<file path="src/rtl/scfl_pkg.sv">
`timescale 1ns / 1ps

package scfl_pkg;

   localparam int ADDR_W      = 18;
   localparam int CNT_W       = 31;
   localparam int BIN_W       = 4;
   localparam int NUM_BINS    = 16;
   localparam int LIMIT_W     = 7;
   localparam int BLOCKS_W    = 7;
   localparam int MEM_DEPTH   = 32768;
   localparam int MEM_AW      = 15;
   localparam int WORD_SHIFT  = 3;
   localparam int BLOCK_SHIFT = 12;
   localparam int CSR_AW      = 3;

   localparam logic [ADDR_W-1:0]   WORD_BYTES  = 18'd8;
   localparam logic [ADDR_W-1:0]   WASTE_BYTES = 18'd8;
   localparam logic [31:0]         MAX_SMALL   = 32'd248;
   localparam logic [LIMIT_W-1:0]  POOL_BLOCKS = 7'd64;
   localparam logic [LIMIT_W-1:0]  LIMIT_RESET = 7'd64;
   localparam logic [CNT_W-1:0]    CNT_MAX     = 31'h7FFF_FFFF;
   localparam logic [CSR_AW-1:0]   CSR_LIMIT_ADDR = 3'd0;

   typedef enum logic [1:0] {
      OP_ALLOC   = 2'd0,
      OP_RELEASE = 2'd1,
      OP_PREFILL = 2'd2,
      OP_NONE    = 2'd3
   } op_type;

   typedef enum logic [1:0] {
      ST_OK         = 2'd0,
      ST_EXHAUSTED  = 2'd1,
      ST_TOO_LARGE  = 2'd2,
      ST_LARGE_FREE = 2'd3
   } status_type;

   typedef struct packed {
      op_type             op;
      logic               too_large;
      logic [BIN_W-1:0]   bin;
      logic [7:0]         csize;
      logic [7:0]         nper;
      logic [ADDR_W-1:0]  faddr;
      logic [CNT_W-1:0]   rcount;
   } work_type;

   typedef enum logic [3:0] {
      SQ_IDLE,
      SQ_ALLOC_CHK,
      SQ_POP_WB,
      SQ_CARVE_HDR,
      SQ_CARVE_LINK,
      SQ_PF_CHECK,
      SQ_REL_CHK,
      SQ_REL_WR
   } seq_type;

   // size class of a small byte count (count must not exceed MAX_SMALL)
   function automatic logic [BIN_W-1:0] size_bin(input logic [7:0] size);
      logic [8:0] sum;
      sum = {1'b0, size} + 9'd7;
      return sum[7:4];
   endfunction

   // chunk data size of a class: 16*b + 8
   function automatic logic [7:0] bin_size(input logic [BIN_W-1:0] bin);
      return {bin, 4'b1000};
   endfunction

   // chunks per big block of a class
   function automatic logic [7:0] bin_chunks(input logic [BIN_W-1:0] bin);
      logic [7:0] n;
      unique case (bin)
         4'd0:    n = 8'd255;
         4'd1:    n = 8'd127;
         4'd2:    n = 8'd85;
         4'd3:    n = 8'd63;
         4'd4:    n = 8'd51;
         4'd5:    n = 8'd42;
         4'd6:    n = 8'd36;
         4'd7:    n = 8'd31;
         4'd8:    n = 8'd28;
         4'd9:    n = 8'd25;
         4'd10:   n = 8'd23;
         4'd11:   n = 8'd21;
         4'd12:   n = 8'd19;
         4'd13:   n = 8'd18;
         4'd14:   n = 8'd17;
         default: n = 8'd15;
      endcase
      return n;
   endfunction

endpackage

</file>
<file path="src/rtl/scfl_queue.sv">
`timescale 1ns / 1ps

module scfl_queue (
   input  logic               clock,
   input  logic               reset,
   input  logic               in_valid,
   output logic               in_ready,
   input  scfl_pkg::work_type in_item,
   output logic               out_valid,
   input  logic               out_ready,
   output scfl_pkg::work_type out_item
);

   scfl_pkg::work_type slot_ff [2];
   logic [1:0] count_ff, count_in;
   logic       wr_ptr_ff, rd_ptr_ff;
   logic       push, pop;

   assign in_ready  = count_ff != 2'd2;
   assign out_valid = count_ff != 2'd0;
   assign out_item  = slot_ff[rd_ptr_ff];
   assign push      = in_valid && in_ready;
   assign pop       = out_valid && out_ready;

   always_comb begin
      count_in = count_ff;
      if (push && !pop) begin
         count_in = count_ff + 2'd1;
      end else if (pop && !push) begin
         count_in = count_ff - 2'd1;
      end
   end

   always_ff @(posedge clock) begin
      if (reset) begin
         count_ff  <= 2'd0;
         wr_ptr_ff <= 1'b0;
         rd_ptr_ff <= 1'b0;
      end else begin
         count_ff <= count_in;
         if (push) begin
            wr_ptr_ff <= !wr_ptr_ff;
         end
         if (pop) begin
            rd_ptr_ff <= !rd_ptr_ff;
         end
      end
      if (push) begin
         slot_ff[wr_ptr_ff] <= in_item;
      end
   end

endmodule

</file>
<file path="config.mk">
export PLATFORM = sky130hd
export DESIGN_NAME = scfl_queue
export DESIGN_NICKNAME = d
export VERILOG_FILES = /design/src/rtl/scfl_pkg.sv /design/src/rtl/scfl_queue.sv
export SDC_FILE = /design/constraint.sdc
export NUM_CORES = 1
export LEC_CHECK = 0
export BUFFER_PORTS_ARGS = -buffer_cell sky130_fd_sc_hd__buf_2
export CORE_ASPECT_RATIO = 1.25
export CORE_MARGIN = 3
export CORE_UTILIZATION = 55
export CTS_CLUSTER_DIAMETER = 200
export DETAILED_ROUTE_END_ITERATION = 8
export GPL_TIMING_DRIVEN = 1
export HOLD_SLACK_MARGIN = 0.06
export MAX_ROUTING_LAYER = met4
export PLACE_DENSITY = 0.87
export SLEW_MARGIN = 10
export SYNTH_ARGS = -nofsm -noshare
export SYNTH_HDL_FRONTEND = slang
export SYNTH_SLANG_ARGS = --single-unit
export TNS_END_PERCENT = 20
</file>
<file path="constraint.sdc">
create_clock -name clock -period 4.05 [get_ports clock]
set_input_delay 0.2025 -clock clock [delete_from_list [all_inputs] [get_ports clock]]
set_output_delay 0.2025 -clock clock [all_outputs]
set_load 0.03 [all_outputs]
</file>
==> results of run 1 <==
[what timing repair did]
item                                   4_1_cts  5_1_grt
endpoints found under the hold margin      149        0
buffers inserted                             0        0
hold buffers                                73        0
[metal layers]
metal  wire (um)  share of wire
met2        6545           0.56
met1        4236           0.36
met4         210          0.018
met5           0              0
met3         651          0.056
[registers in the layout, summed over array words and instances, names as in the netlist, named ones only]
name and flops:
wr_ptr_ff 1, rd_ptr_ff 1, slot_ff 144, count_ff 2
[layout make-up]
| class | instances | area (um2) |
|---|---|---|
| Multi-Input combinational cell | 90 | 934.6 |
| Timing Repair Buffer | 224 | 1491 |
| Clock buffer | 19 | 432.9 |
| Antenna cell | 1 | 2.502 |
| Fill cell | 479 | 1788 |
| Clock inverter | 13 | 133.9 |
| Sequential cell | 149 | 4428 |
| Tap cell | 123 | 153.9 |
| Inverter | 1 | 3.754 |
[power groups by stage]
stage / Clock [mW] / Sequential (mW) / Combinational (mW)
finish: 1.49 / 2.08 / 1.33
global route: 1.57 / 2.11 / 1.40
CTS: 1.50 / 2.08 / 1.31
detailed placement: 0 / 2.11 / 1.25
global placement: 0 / 2.09 / 1.23
floorplan: 0 / 2.00 / 1.01
[path summary, 6_finish.rpt]
path                             from                  endpoint  slack [ns]
max                              flop              out_item[59]        1.83
min                          in_valid    wr_ptr_ff$_SDFFE_PP0P_        0.14
max reg2reg  count_ff[0]$_SDFFE_PP0P_  slot_ff[0][53]$_DFFE_PP_        1.95
min reg2reg    rd_ptr_ff$_SDFFE_PP0P_    rd_ptr_ff$_SDFFE_PP0P_        0.54
[metrics by stage]
step	worst slack (ns)	hold slack, ns	utilization
6_report	1.832	0.1421	0.8092
5_1_grt	1.731	0.1591	0.8092
4_1_cts	1.798	0.1140	0.8089
3_5_place_dp	2.014	0.3942	0.6704
3_3_place_gp	2.100	0.3892	0.6704
2_1_floorplan	1.065	0.2716	-
[critical path, delay by kind of cell, from the launching register on]
kind,cells,cell delay (ns)
buf+inv,1,0.18
mux,1,0.43
flops,1,0.97
[cell usage in the layout, fill, tap and decap left out, types with 3 or more instances in the layout]
master         netlist  final
buf_2                4    149
clkbuf_16            0     17
clkinv_2             0      3
clkinvlp_4           0      5
dfxtp_1              5      4
dlygate4sd3_1        0     73
edfxtp_1           144    144
mux2_2              72     72
nor2_1               3      3
xor2_1               3      3
[logic make-up after synthesis]
logic type                 count (synthesis)
xor gates and xnor gates                   3
buffers and inverters                      9
and+or+nand+nor                            9
AOI/OAI and AO/OA                          5
adders and majority gates                  1
DFF                                      149
muxes                                     72
==> out/summary.txt, run 1 <==
Mapped Cells -> 248
Critical path cell sequence -> mux2_2 -> buf_2
Sequential area share after synthesis -> 0.8181
Layout cell share with drive strength beyond 1 -> 0.5181
Distinct cells, synth -> 18
Worst skew pair latency -> 0.41 ns
EDFF count, synth -> 144
Pin count of the biggest net entering global routing -> 73
Met1 Use GR -> 0.2287
Cell-internal power -> 3.338 mW
Most used DFF post-synth -> edfxtp_1
Final worst-path cycle share -> 0.5478
Post-DP Area -> 0.006281 mm2
Comb pwr share -> 0.272
Min-Delay Path Depth -> 3
Reg power frac -> 0.425
Largest cells by area after synthesis -> edfxtp_1 (80%), mux2_2 (15%), dfxtp_1 (1.9%), buf_4 (0.56%), xor2_1 (0.49%)
Leak Pwr -> 2.870 nW
Effective utilization at floorplan -> 0.5772
Slowest cell on crit path -> dfxtp_4
Clock Power Share -> 0.303
Critical Path Max Stage Delay -> 0.97 ns
Vias -> 3159
Worst Path Arrival -> 2.02 ns
Clock skew -> 0.01001 ns
Mapped Nets -> 325
Synth Warn # -> 0
Setup violations, final -> 0
Mapped Area -> 0.005408 mm2
Clock slew at reported path FFs -> 0.06 ns
Synth Area in XOR/XNOR -> 0.004859
Post_cts resized -> 0
Remaining antenna violation count -> 0
Die height -> 116.9 um
Largest area contributor in the synthesized netlist -> edfxtp_1
Met2 Usage GRT -> 0.4059
I/O pins -> 150
H-Tree Depth -> 4
Layout overhead on the synthesized area -> 40.19%
I/O Buffers -> 149
CTS tree -> built
Via/cell ratio -> 5.095
Std-Cell Rows -> 39
Final min period -> 2.218 ns
Vias in the first global route -> 3356
Tightest Pin Transition -> 0.9888 ns
Simple-gate share of the synthesized area -> 0.009255
Final-report max-slew violation count -> 0
Syn Area/Cell -> 21.81 um2
Maximum vdd ir drop -> 0.4982 mV
Die Wd -> 94.69 um
Switch Pwr -> 1.569 mW
Commonest cells in the netlist -> edfxtp_1 (144), mux2_2 (72), dfxtp_1 (5), buf_2 (4), buf_4 (4)
Final hold violations -> 0
Tot GR Track Use -> 0.2232
Compound-gate portion of the synthesized area -> 0.005553
Startpoint Class -> flop
Slew headroom -> 0.3408
Crit end category -> primary output
Gpl congestion -> 0.7236
TritonRoute pass-1 iters -> 4
Placed cell count -> 514
DRC errors left -> 0
WP data required -> 3.85 ns
Critical path class -> flop to primary output
Total wire length -> 11640 um
Core area -> 0.009369 mm2
GRT Max-Usage Layer -> met2
Status -> finished, final reports clean
FFs w/ async S/R, synth -> 0
NumNets Final -> 560
Initial antenna violation count -> 1
Clock tree buffer depth -> 2
Critical Path Fanout Max -> 72
Clock root buffer -> clkbuf_16
Largest family of logic cells by synthesized area -> multiplexers
First-pass GRT wire length -> 17110 um
Pwr per Cell Area -> 647.2 mW/mm2
DIE AREA -> 0.01107 mm2
Worst Hold Class -> primary input to flop
M3 GR Usage -> 0.04923
Final Total Pwr -> 4.906 mW
Top cell type's share of synthesized area -> 0.7996
Non-Filler Instances -> 620
Hpwl dp -> 6091 um
F_max -> 450.8 MHz
Initial DRC count -> 184
Sw Share -> 0.3197
Most common cell in the netlist -> edfxtp_1
Final instance area -> 0.007581 mm2
Max-Cap Viols -> 0
Mux share of post-synthesis cell area -> 0.1499
Grt ovf -> 0
CTS Buf Count -> 17
Seq cells post-synth -> 149
R2R depth -> 4
Adder-cell share of the synthesized area -> 0.002314
Unrepaired setup endpoints after global routing -> false
DR WL/cell -> 18.78 um
Setup TNS -> 0 ns
Clock sink total -> 149
Power figures use the tool's default switching activity.
==> inputs of run 2 (changes only) <==
- ABC_AREA: not set -> 1
- CORE_UTILIZATION: 55 -> 52
- PLACE_DENSITY: 0.87 -> 0.83
- clock period: 4.05 -> 2.3 ns (I/O delays scaled with it)
==> run 2 against run 1 <==
Net effect:
- design area grew 5.4%
- via count grew 0.98%
- die area grew 12%
- highest routed layer unchanged
- clock-buffer cell count shrank 2
==> out/summary.txt, run 2 <==
Worst Hold Class -> primary input to flop
Remaining antenna violation count -> 0
Synth Area in XOR/XNOR -> 0
Critical path class -> flop to primary output
Gpl congestion -> 0.7682
FFs w/ async S/R, synth -> 0
Layout cell share with drive strength beyond 1 -> 0.5117
Max-Cap Viols -> 0
Initial antenna violation count -> 1
Std-Cell Rows -> 42
Setup violations, final -> 0
Final worst-path cycle share -> 0.8548
Reg2reg start -> count_ff[0]$_SDFFE_PP0P_
Non-Filler Instances -> 647
Tightest Pin Transition -> 0.3761 ns
Termination of the worst setup path -> out_item[70]
Total wire length -> 11320 um
Largest cells by area after synthesis -> edfxtp_1 (75%), mux2_4 (18%), buf_12 (2.4%), dfxtp_1 (1.7%), nand2_1 (0.58%)
Die Wd -> 100.4 um
Reg2reg setup slack -> 0.65 ns
Met1 Use GR -> 0.2077
Placed cell count -> 540
Clock slew at reported path FFs -> 0.07 ns
GRT Max-Usage Layer -> met2
Largest Register -> slot_ff
Max reg flops -> 144
Top flop regs -> slot_ff x144, count_ff x2
Die height -> 124.0 um
Compound-gate portion of the synthesized area -> 0.003459
I/O Buffers -> 149
Clock tree buffer depth -> 2
DR WL/cell -> 17.49 um
Synth Warn # -> 0
Mapped Cells -> 261
Maximum vdd ir drop -> 0.8234 mV
F_max -> 508.6 MHz
TritonRoute pass-1 iters -> 4
Post-CTS setup buffers -> 0
Final hold violations -> 0
FILL cells -> 635
Crit end category -> primary output
CTS tree -> built
Core area -> 0.01072 mm2
EDFF count, synth -> 144
Clock skew -> 0.01133 ns
Pin count of the biggest net entering global routing -> 49
Clock root buffer -> clkbuf_16
Worst Path Arrival -> 1.85 ns
Layout overhead on the synthesized area -> 38.00%
Most frequent cells in the layout -> buf_2 (149), edfxtp_1 (144), dlygate4sd3_1 (74)
Largest family of logic cells by synthesized area -> multiplexers
Mux share of post-synthesis cell area -> 0.1855
Startpoint Class -> flop
Slew headroom -> 0.7492
Status -> finished, final reports clean
Grt ovf -> 0
Commonest cells in the netlist -> edfxtp_1 (144), mux2_4 (70), nand2_1 (9), inv_1 (8)
Distinct cells, synth -> 14
Vias in the first global route -> 3402
CTS Buf Count -> 17
Effective utilization at floorplan -> 0.5399
Final min period -> 1.966 ns
Multi-input gate area -> 0.001200 mm2
Worst skew pair latency -> 0.41 ns
Mapped Nets -> 338
Most common cell in the netlist -> edfxtp_1
WP data required -> 2.18 ns
NumNets Final -> 578
Adder-cell share of the synthesized area -> 0.002162
Seq cells post-synth -> 149
Initial DRC count -> 185
Tot GR Track Use -> 0.1916
DIE AREA -> 0.01244 mm2
H-Tree Depth -> 4
Most common cell after layout, fill and taps aside -> buf_2
Top cell type's share of synthesized area -> 0.7471
Via/cell ratio -> 4.930
FF-to-FF End -> count_ff[0]$_SDFFE_PP0P_
Syn Area/Cell -> 22.18 um2
Pwr per Cell Area -> 1113 mW/mm2
Most used DFF post-synth -> edfxtp_1
Setup TNS -> 0 ns
Vias -> 3190
Leak Pwr -> 3.215 nW
Hpwl dp -> 6603 um
Simple-gate share of the synthesized area -> 0.01319
Sequential area share after synthesis -> 0.7644
Met2 Usage GRT -> 0.3342
Mapped Area -> 0.005788 mm2
Clock sink total -> 149
First-pass GRT wire length -> 17080 um
DRC errors left -> 0
I/O pins -> 150
M3 GR Usage -> 0.05658
Sequential Area -> 0.004428 mm2
R2R depth -> 7
Critical Path Fanout Max -> 31
Final-report max-slew violation count -> 0
Unrepaired setup endpoints after global routing -> false
Largest area contributor in the synthesized netlist -> edfxtp_1
Fin util -> 0.7451
-- run 2: how the worst min path moves through the flow --
stage	endpoint	slack, ns	cells after the start	from
2_1_floorplan	slot_ff[0][0]$_DFFE_PP_	0.21	0	in_item[0]
4_1_cts	wr_ptr_ff$_SDFFE_PP0P_	0.20	4	in_valid
5_1_grt	wr_ptr_ff$_SDFFE_PP0P_	0.27	5	in_valid
3_3_place_gp	slot_ff[1][17]$_DFFE_PP_	0.30	1	in_item[17]
3_5_place_dp	slot_ff[1][63]$_DFFE_PP_	0.31	1	in_item[63]
6_report	wr_ptr_ff$_SDFFE_PP0P_	0.24	4	in_valid
-- run 2: layout make-up --
class	count	share of cell area
antenna	1	0.0003133
clock buffer	17	0.05326
clock inverter	15	0.01942
inverter	8	0.003759
multi-input combinational	96	0.1502
sequential	149	0.5544
tap	132	0.02068
timing repair buffer	229	0.1980
-- run 2: cells by family (layout without fill, tap and decap cells) --
kind of cell,after synthesis,after routing
compound gates,4,4
fa+ha+maj,1,1
buf+inv,16,269
flops,149,149
mux,72,72
other cells,0,1
simple gates,19,19
-- run 2: repair_timing --
action | in CTS | in global routing
hold endpoints to repair | 149 | 0
hold buffers | 74 | 0
gates resized for setup | 0 | 0
-- run 2: layer usage --
layer  vias to the layer above  share of wire
li1                       1497              -
met1                      1563           0.36
met2                       114           0.56
met3                        16          0.055
met4                         0          0.020
met5                         -              0
-- run 2: worst max-delay path, stage by stage, from the launching register on --
cell and delay (ns):
dfxtp_4 0.59, buf_12 0.29, mux2_4 0.33, buf_2 0.18
-- run 2: power breakdown --
group / internal [mW] / leakage [nW] / switching [mW] / total, mW
logic: 1.07 / 1.54 / 1.55 / 2.62
registers: 3.43 / 1.39 / 0.158 / 3.59
clock network: 1.54 / 0.286 / 1.14 / 2.67
total: 6.04 / 3.21 / 2.85 / 8.89
-- run 2: stage by stage --
stage	setup WS, ns	hold WS (ns)	power, mW	area [um2]
after floorplan	0.03960	0.2139	5.621	5806
after global placement	0.7797	0.3029	6.099	6664
after detailed placement	0.7366	0.3057	6.165	6664
after CTS	0.3143	0.2019	8.935	7985
after global routing	0.2524	0.2654	9.253	7988
final	0.3340	0.2402	8.889	7988
