--- src/rtl/scfl_pkg.sv ---
`timescale 1ns / 1ps

package scfl_pkg;

   localparam int ADDR_W      = 18;
   localparam int CNT_W       = 31;
   localparam int BIN_W       = 4;
   localparam int NUM_BINS    = 16;
   localparam int LIMIT_W     = 7;
   localparam int BLOCKS_W    = 7;
   localparam int MEM_DEPTH   = 32768;
   localparam int MEM_AW      = 15;
   localparam int WORD_SHIFT  = 3;
   localparam int BLOCK_SHIFT = 12;
   localparam int CSR_AW      = 3;

   localparam logic [ADDR_W-1:0]   WORD_BYTES  = 18'd8;
   localparam logic [ADDR_W-1:0]   WASTE_BYTES = 18'd8;
   localparam logic [31:0]         MAX_SMALL   = 32'd248;
   localparam logic [LIMIT_W-1:0]  POOL_BLOCKS = 7'd64;
   localparam logic [LIMIT_W-1:0]  LIMIT_RESET = 7'd64;
   localparam logic [CNT_W-1:0]    CNT_MAX     = 31'h7FFF_FFFF;
   localparam logic [CSR_AW-1:0]   CSR_LIMIT_ADDR = 3'd0;

   typedef enum logic [1:0] {
      OP_ALLOC   = 2'd0,
      OP_RELEASE = 2'd1,
      OP_PREFILL = 2'd2,
      OP_NONE    = 2'd3
   } op_type;

   typedef enum logic [1:0] {
      ST_OK         = 2'd0,
      ST_EXHAUSTED  = 2'd1,
      ST_TOO_LARGE  = 2'd2,
      ST_LARGE_FREE = 2'd3
   } status_type;

   typedef struct packed {
      op_type             op;
      logic               too_large;
      logic [BIN_W-1:0]   bin;
      logic [7:0]         csize;
      logic [7:0]         nper;
      logic [ADDR_W-1:0]  faddr;
      logic [CNT_W-1:0]   rcount;
   } work_type;

   typedef enum logic [3:0] {
      SQ_IDLE,
      SQ_ALLOC_CHK,
      SQ_POP_WB,
      SQ_CARVE_HDR,
      SQ_CARVE_LINK,
      SQ_PF_CHECK,
      SQ_REL_CHK,
      SQ_REL_WR
   } seq_type;

   // size class of a small byte count (count must not exceed MAX_SMALL)
   function automatic logic [BIN_W-1:0] size_bin(input logic [7:0] size);
      logic [8:0] sum;
      sum = {1'b0, size} + 9'd7;
      return sum[7:4];
   endfunction

   // chunk data size of a class: 16*b + 8
   function automatic logic [7:0] bin_size(input logic [BIN_W-1:0] bin);
      return {bin, 4'b1000};
   endfunction

   // chunks per big block of a class
   function automatic logic [7:0] bin_chunks(input logic [BIN_W-1:0] bin);
      logic [7:0] n;
      unique case (bin)
         4'd0:    n = 8'd255;
         4'd1:    n = 8'd127;
         4'd2:    n = 8'd85;
         4'd3:    n = 8'd63;
         4'd4:    n = 8'd51;
         4'd5:    n = 8'd42;
         4'd6:    n = 8'd36;
         4'd7:    n = 8'd31;
         4'd8:    n = 8'd28;
         4'd9:    n = 8'd25;
         4'd10:   n = 8'd23;
         4'd11:   n = 8'd21;
         4'd12:   n = 8'd19;
         4'd13:   n = 8'd18;
         4'd14:   n = 8'd17;
         default: n = 8'd15;
      endcase
      return n;
   endfunction

endpackage

--- src/rtl/scfl_front.sv ---
`timescale 1ns / 1ps

module scfl_front (
   input  logic                         clock,
   input  logic                         reset,
   input  logic                         req_valid,
   output logic                         req_ready,
   input  logic [1:0]                   req_operation,
   input  logic [31:0]                  req_request_size,
   input  logic [scfl_pkg::ADDR_W-1:0]  req_free_address,
   input  logic [scfl_pkg::CNT_W-1:0]   req_request_count,
   output logic                         out_valid,
   input  logic                         out_ready,
   output scfl_pkg::work_type           out_item
);

   logic               valid_ff, valid_in;
   scfl_pkg::work_type item_ff, item_in, cls;
   logic               load;

   always_comb begin
      cls.op        = scfl_pkg::op_type'(req_operation);
      cls.too_large = req_request_size > scfl_pkg::MAX_SMALL;
      cls.bin       = scfl_pkg::size_bin(req_request_size[7:0]);
      cls.csize     = scfl_pkg::bin_size(cls.bin);
      cls.nper      = scfl_pkg::bin_chunks(cls.bin);
      cls.faddr     = req_free_address;
      cls.rcount    = req_request_count;
   end

   assign load      = !valid_ff || out_ready;
   assign req_ready = load;

   always_comb begin
      valid_in = valid_ff;
      item_in  = item_ff;
      if (load) begin
         valid_in = req_valid;
         item_in  = cls;
      end
   end

   always_ff @(posedge clock) begin
      if (reset) begin
         valid_ff <= 1'b0;
      end else begin
         valid_ff <= valid_in;
      end
      item_ff <= item_in;
   end

   assign out_valid = valid_ff;
   assign out_item  = item_ff;

endmodule

--- config.mk ---
export PLATFORM = sky130hd
export DESIGN_NAME = scfl_front
export DESIGN_NICKNAME = d
export VERILOG_FILES = /design/src/rtl/scfl_pkg.sv /design/src/rtl/scfl_front.sv
export SDC_FILE = /design/constraint.sdc
export NUM_CORES = 1
export LEC_CHECK = 0
export ABC_AREA = 1
export BUFFER_PORTS_ARGS = -buffer_cell sky130_fd_sc_hd__buf_4
export CORE_MARGIN = 2
export CORE_UTILIZATION = 40
export DETAILED_ROUTE_END_ITERATION = 16
export GPL_TIMING_DRIVEN = 1
export PLACE_DENSITY = 0.73
export SYNTH_ARGS = -nofsm -noshare
export SYNTH_HDL_FRONTEND = slang
export SYNTH_SLANG_ARGS = --single-unit
--- constraint.sdc ---
create_clock -name clock -period 4.1 [get_ports clock]
set_clock_uncertainty 0.05 [all_clocks]
set_input_delay 0.205 -clock clock [delete_from_list [all_inputs] [get_ports clock]]
set_output_delay 0.205 -clock clock [all_outputs]
set_load 0.03 [all_outputs]
==> summary.txt, run 1 <==
Routing
  – 1st-iter DRT viols: 86
  – Drt pass-1 iters: 4
  – Post-Route WL: 7950 microns
  – # DRC: 0
  – Vias per inst: 4.59
  – DRT antenna net count: 0
  – Drt wl/cell: 17.4 microns
  – Routed vias: 2096

Power
  – Pwr dens: 373 nW/um^2
  – Sequential power share: 0.492
  – Max IR drop VDD: 0.318 mV
  – Clock network fraction of design power: 0.285
  – Leak: 0.00200 uW
  – Net Sw Frac: 0.292
  – Overall power: 1640 uW
  – Internal power: 1160 uW
  – Net Switching: 480 uW
  – Comb power frac: 0.223

Critical path
  – CP Max Fanout: 38
  – R2R Setup Slk: 2220 ps
  – Crit end category: register
  – WP data required: 4050 ps
  – R2r worst-path depth: 2
  – Crit path DAT: 1820 ps
  – Element type at the critical path start: register
  – Setup Crit Path Kind: register to register
  – Crit-path cells: nand2_2, buf_4
  – Slowest CP cell: nand2_2
  – Slowest stage delay, CP: 660 ps

Floorplan
  – Starting Density: 0.417
  – Area of the core: 5990 sq um
  – Die Wd: 83.0 microns
  – Height of the die: 83.0 microns
  – Row cnt: 28
  – Full die area: 6890 sq um
  – Top-level port count: 161

Finish
  – Fraction of layout instances using a drive strength above 1: 0.492
  – Final net count: 470
  – Post-Layout Cell Count: 457
  – Syn-to-layout area delta: 76.2%
  – # diodes: 0

STA
  – Final Slew Violations: 0
  – Sum of negative setup slack: 0 ps
  – Fin crit period: 1880 ps
  – Final setup vio count: 0
  – RSZ-0062 raised after global routing: no
  – Min Hold Slack: 56.6 ps
  – Final Cycle Share: 0.458
  – Worst rel slew slack: 0.396
  – Achievable frequency: 533 MHz
  – Worst-Margin Slew: 903 ps
  – Hold violation count in the final report: 0

Global routing
  – Initial antenna violation count: 0
  – Largest net degree at the start of global routing: 39
  – Remaining Overflow, GRT: 0
  – First-pass GRT wire length: 11700 microns
  – All-Layer GR Usage: 0.224
  – Vias in the first global route: 2165

CTS
  – H-Tree Depth: 3
  – Clock Path Buffers: 2
  – CTS tree: yes
  – CTS root buffer: clkbuf_8
  – Clock network latency to the later pin of the worst-skew pair: 330 ps
  – CTS Sinks: 65
  – Clock Pin Slew Worst Setup and Hold Paths: 70 ps
  – Num CTS Buffers: 9
  – Post_cts resized: 0

Hold path
  – Hold Path Cell Cnt: 3
  – Worst min path class: primary input to register

Synthesis
  – Mapped Area: 2500 sq um
  – Count leader, synth: edfxtp_1
  – Post-Syn Instances: 163
  – Post-synth top area share: 0.769
  – Most common flop cell mapped by yosys: edfxtp_1
  – Area leader, netlist: edfxtp_1
  – Main area contributors after synthesis: edfxtp_1, nand2_1, ha_1
  – Unique cell type count in the Yosys netlist: 22
  – Warnings, synthesis: 0
  – Synthesized flop and latch total: 65
  – Avg Inst Size Synth: 15.3 sq um
  – Number of synthesized flops with an enable pin: 64
  – Register area share after synthesis: 0.777
  – Synth cell count leaders: edfxtp_1, nand2_1, inv_1, nand3_1, nor2_1
  – Async S/R FF share, synth: 0

Placement
  – Placed insts: 389
  – Detailed Place HPWL: 4700 microns
  – IO buf count: 156
  – RD Place Congestion: 0.757

Outcome
  – Status: completed

Run
  – Max cap viols: 0
metrics by stage:
step,setup slack [ps],cell area [sq um],util
after global placement,2300,3720,0.621
after global routing,2120,4400,0.735
after CTS,2230,4380,0.732
final,2220,4400,0.735
after floorplan,1510,2510,-
after detailed placement,2240,3720,0.621
cells in the final DEF (no fill, tap or decap), types with 3 or more instances in the layout:
cell type and count:
nand2_1 23, dlygate4sd3_1 52, inv_1 11, conb_1 4, buf_4 157, clkinv_2 3, ha_1 6, edfxtp_1 64
nand2_2 7, clkbuf_8 9, nand2_4 3, nand3_1 11, nor2_1 9, nor4_1 4
kinds of logic (layout without fill, tap and decap cells):
family,Yosys count,count (layout),share of synthesized area
simple gates,62,62,0.130
compound gates,7,7,0.0165
fa+ha+maj,6,6,0.0300
flops,65,65,0.777
buf+inv,21,238,0.0436
other cells,2,4,0.00301
flip-flops by register name (all words and copies together), names as in the netlist:
name       flops
out_valid      1
out_item      64
per-layer routing:
metal,GRT usage,vias to the layer above,part of all wire
li1,-,992,-
met1,0.245,997,0.39
met2,0.416,99,0.55
met3,0.0606,8,0.052
met4,0.0760,0,0.012
met5,0,-,0
worst max-delay path, delay by kind of cell, from the launching register on:
kind                   cells  cell delay [ps]
and+or+nand+nor            1              660
buffers and inverters      1              480
DFF                        1              320
area by class of cell:
class                   count  area (sq um)
inverters                  13          48.8
well taps                  75          93.8
clock inverters             7          37.5
clock buffers               9           124
fillers                   377          1590
multi-input cells          79           458
flip-flops and latches     65          1940
repair buffers            209          1700
final timing paths:
path                        to       from
setup / recovery  out_item[49]  out_valid
hold / removal       out_valid  req_valid
setup reg to reg  out_item[49]  out_valid
hold reg to reg   out_item[22]  out_valid
power by group through the flow:
| stage | combinational (uW) | sequential, uW | clock (uW) |
|---|---|---|---|
| final | 367 | 808 | 467 |
| after global placement | 316 | 817 | 0 |
| after CTS | 361 | 804 | 450 |
| after detailed placement | 320 | 818 | 0 |
| after floorplan | 67.8 | 920 | 0 |
| after global routing | 385 | 812 | 508 |
timing repair:
item | in CTS | in global routing
hold endpoints to repair | 50 | 2
setup buffers | 0 | 0
hold buffers | 50 | 2
Power figures use the tool's default switching activity.
==> run 2: changes to the inputs <==
--- a/config.mk
+++ b/config.mk
@@ -8,7 +8,7 @@
 export ABC_AREA = 1
 export BUFFER_PORTS_ARGS = -buffer_cell sky130_fd_sc_hd__buf_4
 export CORE_MARGIN = 2
-export CORE_UTILIZATION = 40
+export CORE_UTILIZATION = 38
 export DETAILED_ROUTE_END_ITERATION = 16
 export GPL_TIMING_DRIVEN = 1
 export PLACE_DENSITY = 0.73
==> constraint.sdc (replaced) <==
create_clock -name clock -period 1.55 [get_ports clock]
set_clock_uncertainty 0.05 [all_clocks]
set_input_delay 0.0775 -clock clock [delete_from_list [all_inputs] [get_ports clock]]
set_output_delay 0.0775 -clock clock [all_outputs]
set_load 0.03 [all_outputs]
==> run 2 against run 1 <==
Net effect:
- flip-flop and latch count unchanged
- critical path type is now register to primary output
- combinational power increased to 2.8 times the previous value
- non-clock buffer count increased by 8
- critical path depth is 1 higher
- register-to-register slack worse by 2000 ps
- routed wire length grew 4.4%
- power increased to 2.7 times the previous value
==> summary.txt, run 2 (same netlist as run 1, synthesis figures left out) <==
STA
  – Hold violation count in the final report: 0 (unchanged)
  – Sum of negative setup slack: 0 ps (unchanged)
  – Fin crit period: 1370 ps
  – Final Cycle Share: 0.885
  – Final Slew Violations: 0 (unchanged)
  – RSZ-0062 raised after global routing: no
  – Final setup vio count: 0 (unchanged)
  – Achievable frequency: 729 MHz

Routing
  – Routed vias: 2156 (+2.9%)
  – Vias per inst: 4.62 (+0.66%)
  – Drt wl/cell: 17.8 microns (+2.2%)
  – 1st-iter DRT viols: 77 (-10%)
  – DRT antenna net count: 0 (unchanged)
  – Drt pass-1 iters: 4 (unchanged)
  – Post-Route WL: 8300 microns (+4.4%)
  – # DRC: 0 (unchanged)

Floorplan
  – Die Wd: 85.1 microns (+2.5%)
  – Top-level port count: 161 (unchanged)
  – Starting Density: 0.393 (-0.0236)
  – Full die area: 7240 sq um (+5.0%)
  – Row cnt: 29 (+3.6%)
  – Area of the core: 6350 sq um (+6.0%)
  – Height of the die: 85.1 microns (+2.5%)

Outcome
  – Status: completed

Power
  – Sequential power share: 0.482 (-0.010)
  – Comb power frac: 0.228 (+0.005)
  – Net Sw Frac: 0.278 (-0.0146)
  – Net Switching: 1230 uW (+160%)
  – Leak: 0.00206 uW (+3.3%)
  – Max IR drop VDD: 0.658 mV (+110%)
  – Clock network fraction of design power: 0.290 (+0.005)
  – Internal power: 3200 uW (+180%)
  – Pwr dens: 982 nW/um^2 (+160%)

Placement
  – Post-placement cell area: 3810 sq um (+2.3%)
  – IO buf count: 156 (unchanged)
  – RD Place Congestion: 0.769 (+1.6%)
  – Detailed Place HPWL: 5060 microns (+7.7%)

Finish
  – # diodes: 0 (unchanged)
  – Final net count: 478 (+1.7%)
  – Most frequent cells in the layout: buf_4, edfxtp_1, dlygate4sd3_1, nand2_1
  – Most common cell after layout, fill and taps aside: buf_4
  – Max reg flops: 64 (unchanged)
  – Fraction of layout instances using a drive strength above 1: 0.500 (+0.00785)
  – Final instance area: 4510 sq um (+2.5%)
  – Syn-to-layout area delta: 80.6%

Global routing
  – All-Layer GR Usage: 0.232 (+0.00790)
  – Remaining Overflow, GRT: 0 (unchanged)
  – Largest net degree at the start of global routing: 37 (-5.1%)
  – First-pass GRT wire length: 12400 microns (+6.1%)
  – Vias in the first global route: 2283 (+5.5%)
  – Initial antenna violation count: 0 (unchanged)

CTS
  – Clock network latency to the later pin of the worst-skew pair: 330 ps (about the same)
  – CTS root buffer: clkbuf_8
  – H-Tree Depth: 3 (unchanged)
  – CTS Sinks: 65 (unchanged)
  – CTS tree: yes
  – Num CTS Buffers: 9 (unchanged)
  – Clock Pin Slew Worst Setup and Hold Paths: 70 ps (about the same)
  – Clock Path Buffers: 2 (unchanged)

Critical path
  – Crit-path cells: nand2_4, buf_12, buf_4
  – Element type at the critical path start: register
  – Slowest CP cell: dfxtp_1
  – Crit path DAT: 1240 ps (-580 ps)
  – CP Max Fanout: 36 (-5.3%)
  – Setup Crit Path Kind: register to primary output
  – WP data required: 1420 ps (-2630 ps)
  – Crit end category: primary output
  – Slowest stage delay, CP: 340 ps (-320 ps)

Hold path
  – Worst min path class: primary input to register

Run
  – Max cap viols: 0 (unchanged)
run 2: cell types whose count changed in the layout (fill, tap and decap cells not counted), sizes merged:
cell,delta
clkinvlp,-1
buf,+7
dlygate4sd3,+1
clkinv,-3
clkbuf,+4
run 2: final cells by class:
class | count | area (sq um)
sequential | 65 | 1940
fill | 396 | 1840
timing repair buffer | 217 | 1790
multi-input combinational | 79 | 463
clock buffer | 13 | 159
tap | 77 | 96.3
inverter | 13 | 48.8
clock inverter | 3 | 17.5
run 2: power groups by stage:
stage	registers (uW)	clock network (uW)	logic, uW
6_report	2140	1290	1010
3_3_place_gp	2160	0	866
5_1_grt	2150	1380	1060
2_1_floorplan	2430	0	181
4_1_cts	2130	1300	995
3_5_place_dp	2160	0	881
run 2: per-layer routing:
| metal | up-vias | global-route usage | share of wire |
|---|---|---|---|
| li1 | 1012 | - | - |
| met1 | 1031 | 0.259 | 0.36 |
| met2 | 103 | 0.429 | 0.55 |
| met3 | 10 | 0.0486 | 0.070 |
| met4 | 0 | 0.0924 | 0.017 |
| met5 | - | 0 | 0 |
run 2: final timing paths:
path | startpoint | endpoint | slack [ps] | depth (start not counted)
worst min-delay path | req_request_size[17] | out_item[69] | 70 | 4
worst max register to register | out_valid | out_valid | 260 | 3
worst max-delay path | out_valid | req_ready | 180 | 3
worst min register to register | out_valid | out_item[38] | 550 | 1
run 2: worst max-delay path: cells and delay by family, from the launching register on:
kind                   cells  cell delay, ps
buffers and inverters      2             430
flip-flops                 1             340
AND/OR/NAND/NOR            1             130
run 2: per-stage QoR:
step,power (uW),cells,hold WS [ps],utilization,worst slack (ps)
floorplan,2610,165,96.6,-,92.6
global placement,3020,398,183,0.599,78.3
detailed placement,3040,398,189,0.599,10.2
CTS,4420,467,39.3,0.711,166
global route,4590,467,62.5,0.711,127
finish,4430,467,65.3,0.711,179
run 2: timing repair:
| action | CTS | global route |
|---|---|---|
| gates resized for setup | 0 | 0 |
| buffers inserted | 0 | 0 |
| hold endpoints to repair | 52 | 0 |
| endpoints found under the setup margin | 0 | 0 |
| hold buffers | 53 | 0 |
==> run 3: changes to the inputs <==
--- a/config.mk
+++ b/config.mk
@@ -7,11 +7,13 @@
 export LEC_CHECK = 0
 export ABC_AREA = 1
 export BUFFER_PORTS_ARGS = -buffer_cell sky130_fd_sc_hd__buf_4
+export CELL_PAD_IN_SITES_DETAIL_PLACEMENT = 0
+export CELL_PAD_IN_SITES_GLOBAL_PLACEMENT = 1
 export CORE_MARGIN = 2
-export CORE_UTILIZATION = 38
+export CORE_UTILIZATION = 28
 export DETAILED_ROUTE_END_ITERATION = 16
 export GPL_TIMING_DRIVEN = 1
-export PLACE_DENSITY = 0.73
+export PLACE_DENSITY = 0.71
 export SYNTH_ARGS = -nofsm -noshare
 export SYNTH_HDL_FRONTEND = slang
 export SYNTH_SLANG_ARGS = --single-unit
==> run 3 against run 2 <==
Net effect:
- largest power group unchanged
- first-iteration DRC count is 34% higher
- die area rose by 34%
- critical endpoint is now out_valid
- utilization decreased by 19 points
- highest routed layer unchanged
- clock power fell by 3%
- routed wire length shrank 18%
- via count is 4.2% lower
- final cell count rose by 6.9%
==> summary.txt, run 3 (same netlist as run 1, synthesis figures left out) <==
Placement
  – RD Place Congestion: 0.734 (-4.6%)
  – Detailed Place HPWL: 5040 microns (-0.55%)
  – Placed insts: 430 (+8.0%)
  – IO buf count: 156 (unchanged)
  – Post-placement cell area: 3850 sq um (+1.2%)

Global routing
  – All-Layer GR Usage: 0.140 (-0.0924)
  – Vias in the first global route: 2047 (-10%)
  – Largest net degree at the start of global routing: 42 (+14%)
  – Initial antenna violation count: 0 (unchanged)
  – Remaining Overflow, GRT: 0 (unchanged)
  – First-pass GRT wire length: 10400 microns (-16%)

Floorplan
  – Top-level port count: 161 (unchanged)
  – Die Wd: 98.5 microns (+16%)
  – Starting Density: 0.288 (-0.106)
  – Full die area: 9700 sq um (+34%)
  – Area of the core: 8680 sq um (+37%)
  – Height of the die: 98.5 microns (+16%)
  – Row cnt: 34 (+17%)

Critical path
  – R2r worst-path depth: 4 (+1)
  – End point of the critical path: out_valid
  – CP Max Fanout: 25 (-31%)
  – Slowest stage delay, CP: 550 ps (+210 ps)
  – CP Depth: 4 (+1)
  – Crit-path cells: nand2_4, buf_12, a21oi_1, dlygate4sd3_1
  – RR Startpoint: out_valid
  – FF-to-FF End: out_valid
  – R2R Setup Slk: 150 ps (-110 ps)
  – Element type at the critical path start: register
  – Buf+Inv Stages, Crit Path: 2 (unchanged)
  – Worst setup path start: out_valid
  – Crit path max-delay family: buffers and inverters
  – Crit end category: register
  – Crit path DAT: 1570 ps (+330 ps)
  – Slowest CP cell: dlygate4sd3_1
  – WP data required: 1720 ps (+300 ps)
  – Setup Crit Path Kind: register to register

CTS
  – CTS tree: yes
  – Clock network latency to the later pin of the worst-skew pair: 330 ps (about the same)
  – H-Tree Depth: 3 (unchanged)
  – Post-CTS Setup Bufs: 0 (unchanged)
  – Num CTS Buffers: 9 (unchanged)
  – CTS root buffer: clkbuf_8
  – Clock Path Buffers: 2 (unchanged)
  – Clock Pin Slew Worst Setup and Hold Paths: 70 ps (about the same)
  – CTS Sinks: 65 (unchanged)
  – Post_cts resized: 0 (unchanged)

Routing
  – 1st-iter DRT viols: 103 (+34%)
  – Vias per inst: 4.14 (-10%)
  – DRT antenna net count: 0 (unchanged)
  – Routed vias: 2065 (-4.2%)
  – Drt wl/cell: 13.7 microns (-23%)
  – Drt pass-1 iters: 4 (unchanged)
  – Post-Route WL: 6840 microns (-18%)
  – # DRC: 0 (unchanged)

Finish
  – Post-Layout Cell Count: 499 (+6.9%)
  – Syn-to-layout area delta: 82.5%
  – Max reg flops: 64 (unchanged)
  – Final net count: 479 (+0.21%)
  – Final instance area: 4560 sq um (+1.0%)
  – Most frequent cells in the layout: buf_4, edfxtp_1, dlygate4sd3_1, nand2_1
  – Most common cell after layout, fill and taps aside: buf_4
  – # diodes: 0 (unchanged)
  – Fraction of layout instances using a drive strength above 1: 0.501 (+0.00128)
  – Final core utilization: 0.525 (-0.185)

STA
  – Hold violation count in the final report: 0 (unchanged)
  – Achievable frequency: 714 MHz (-2.1%)
  – RSZ-0062 raised after global routing: no
  – Final Cycle Share: 0.904 (+0.0193)
  – Final Slew Violations: 0 (unchanged)
  – Final setup vio count: 0 (unchanged)
  – Fin crit period: 1400 ps (+29.9 ps)
  – Min Hold Slack: 48.2 ps (-17.2 ps)

Power
  – Pwr dens: 957 nW/um^2 (-2.6%)
  – Overall power: 4370 uW (-1.6%)
  – Leak: 0.00207 uW (+0.21%)
  – Max IR drop VDD: 0.429 mV (-35%)

Hold path
  – Hold path startpoint: req_request_size[17]
  – Worst min path class: primary input to register

Outcome
  – Status: completed

Run
  – Max cap viols: 0 (unchanged)
run 3: changes by cell type in the layout (fill, tap and decap cells not counted), sizes merged:
| cell | before | now |
|---|---|---|
| buf | 164 | 165 |
run 3: how the worst min path moves through the flow:
stage / slack (ps) / endpoint / cells after the start
after floorplan: 100 / out_valid / 1
after global placement: 180 / out_valid / 2
after detailed placement: 190 / out_valid / 2
after CTS: 20 / out_item[69] / 4
after global routing: 40 / out_item[69] / 4
final: 50 / out_item[69] / 4
run 3: layout make-up:
class | count | area, sq um
clock buffers | 13 | 159
multi-input cells | 79 | 463
inverters | 13 | 48.8
flip-flops and latches | 65 | 1940
fillers | 733 | 4120
clock inverters | 3 | 17.5
repair buffers | 218 | 1790
well taps | 108 | 135
run 3: worst reg2reg max path, cell delays in order (launching register included):
cell and delay [ps]:
dfxtp_1 330, nand2_4 100, buf_12 180, a21oi_1 80
dlygate4sd3_1 550
run 3: through the flow:
| step | setup TNS, ps | worst slack (ps) |
|---|---|---|
| final | 0 | 149 |
| after floorplan | 0 | 92.6 |
| after global routing | 0 | 101 |
| after CTS | 0 | 144 |
| after global placement | 0 | 55.5 |
| after detailed placement | -0.859 | -0.859 |
run 3: what timing repair did:
item,in CTS,in global routing
hold buffers,53,0
setup endpoints to repair,0,0
hold endpoints to repair,52,0
run 3: report_power, final:
group	internal [uW]	switching (uW)	leakage, uW
clock network	663	585	0.0000894
logic	457	535	0.00131
registers	2080	43.3	0.000669
run 3: metal layers:
layer,vias up,GRT usage,share of wire
li1,1010,-,-
met2,91,0.244,0.51
met3,7,0.0454,0.080
met1,957,0.160,0.40
met5,-,0,0
met4,0,0.0506,0.013
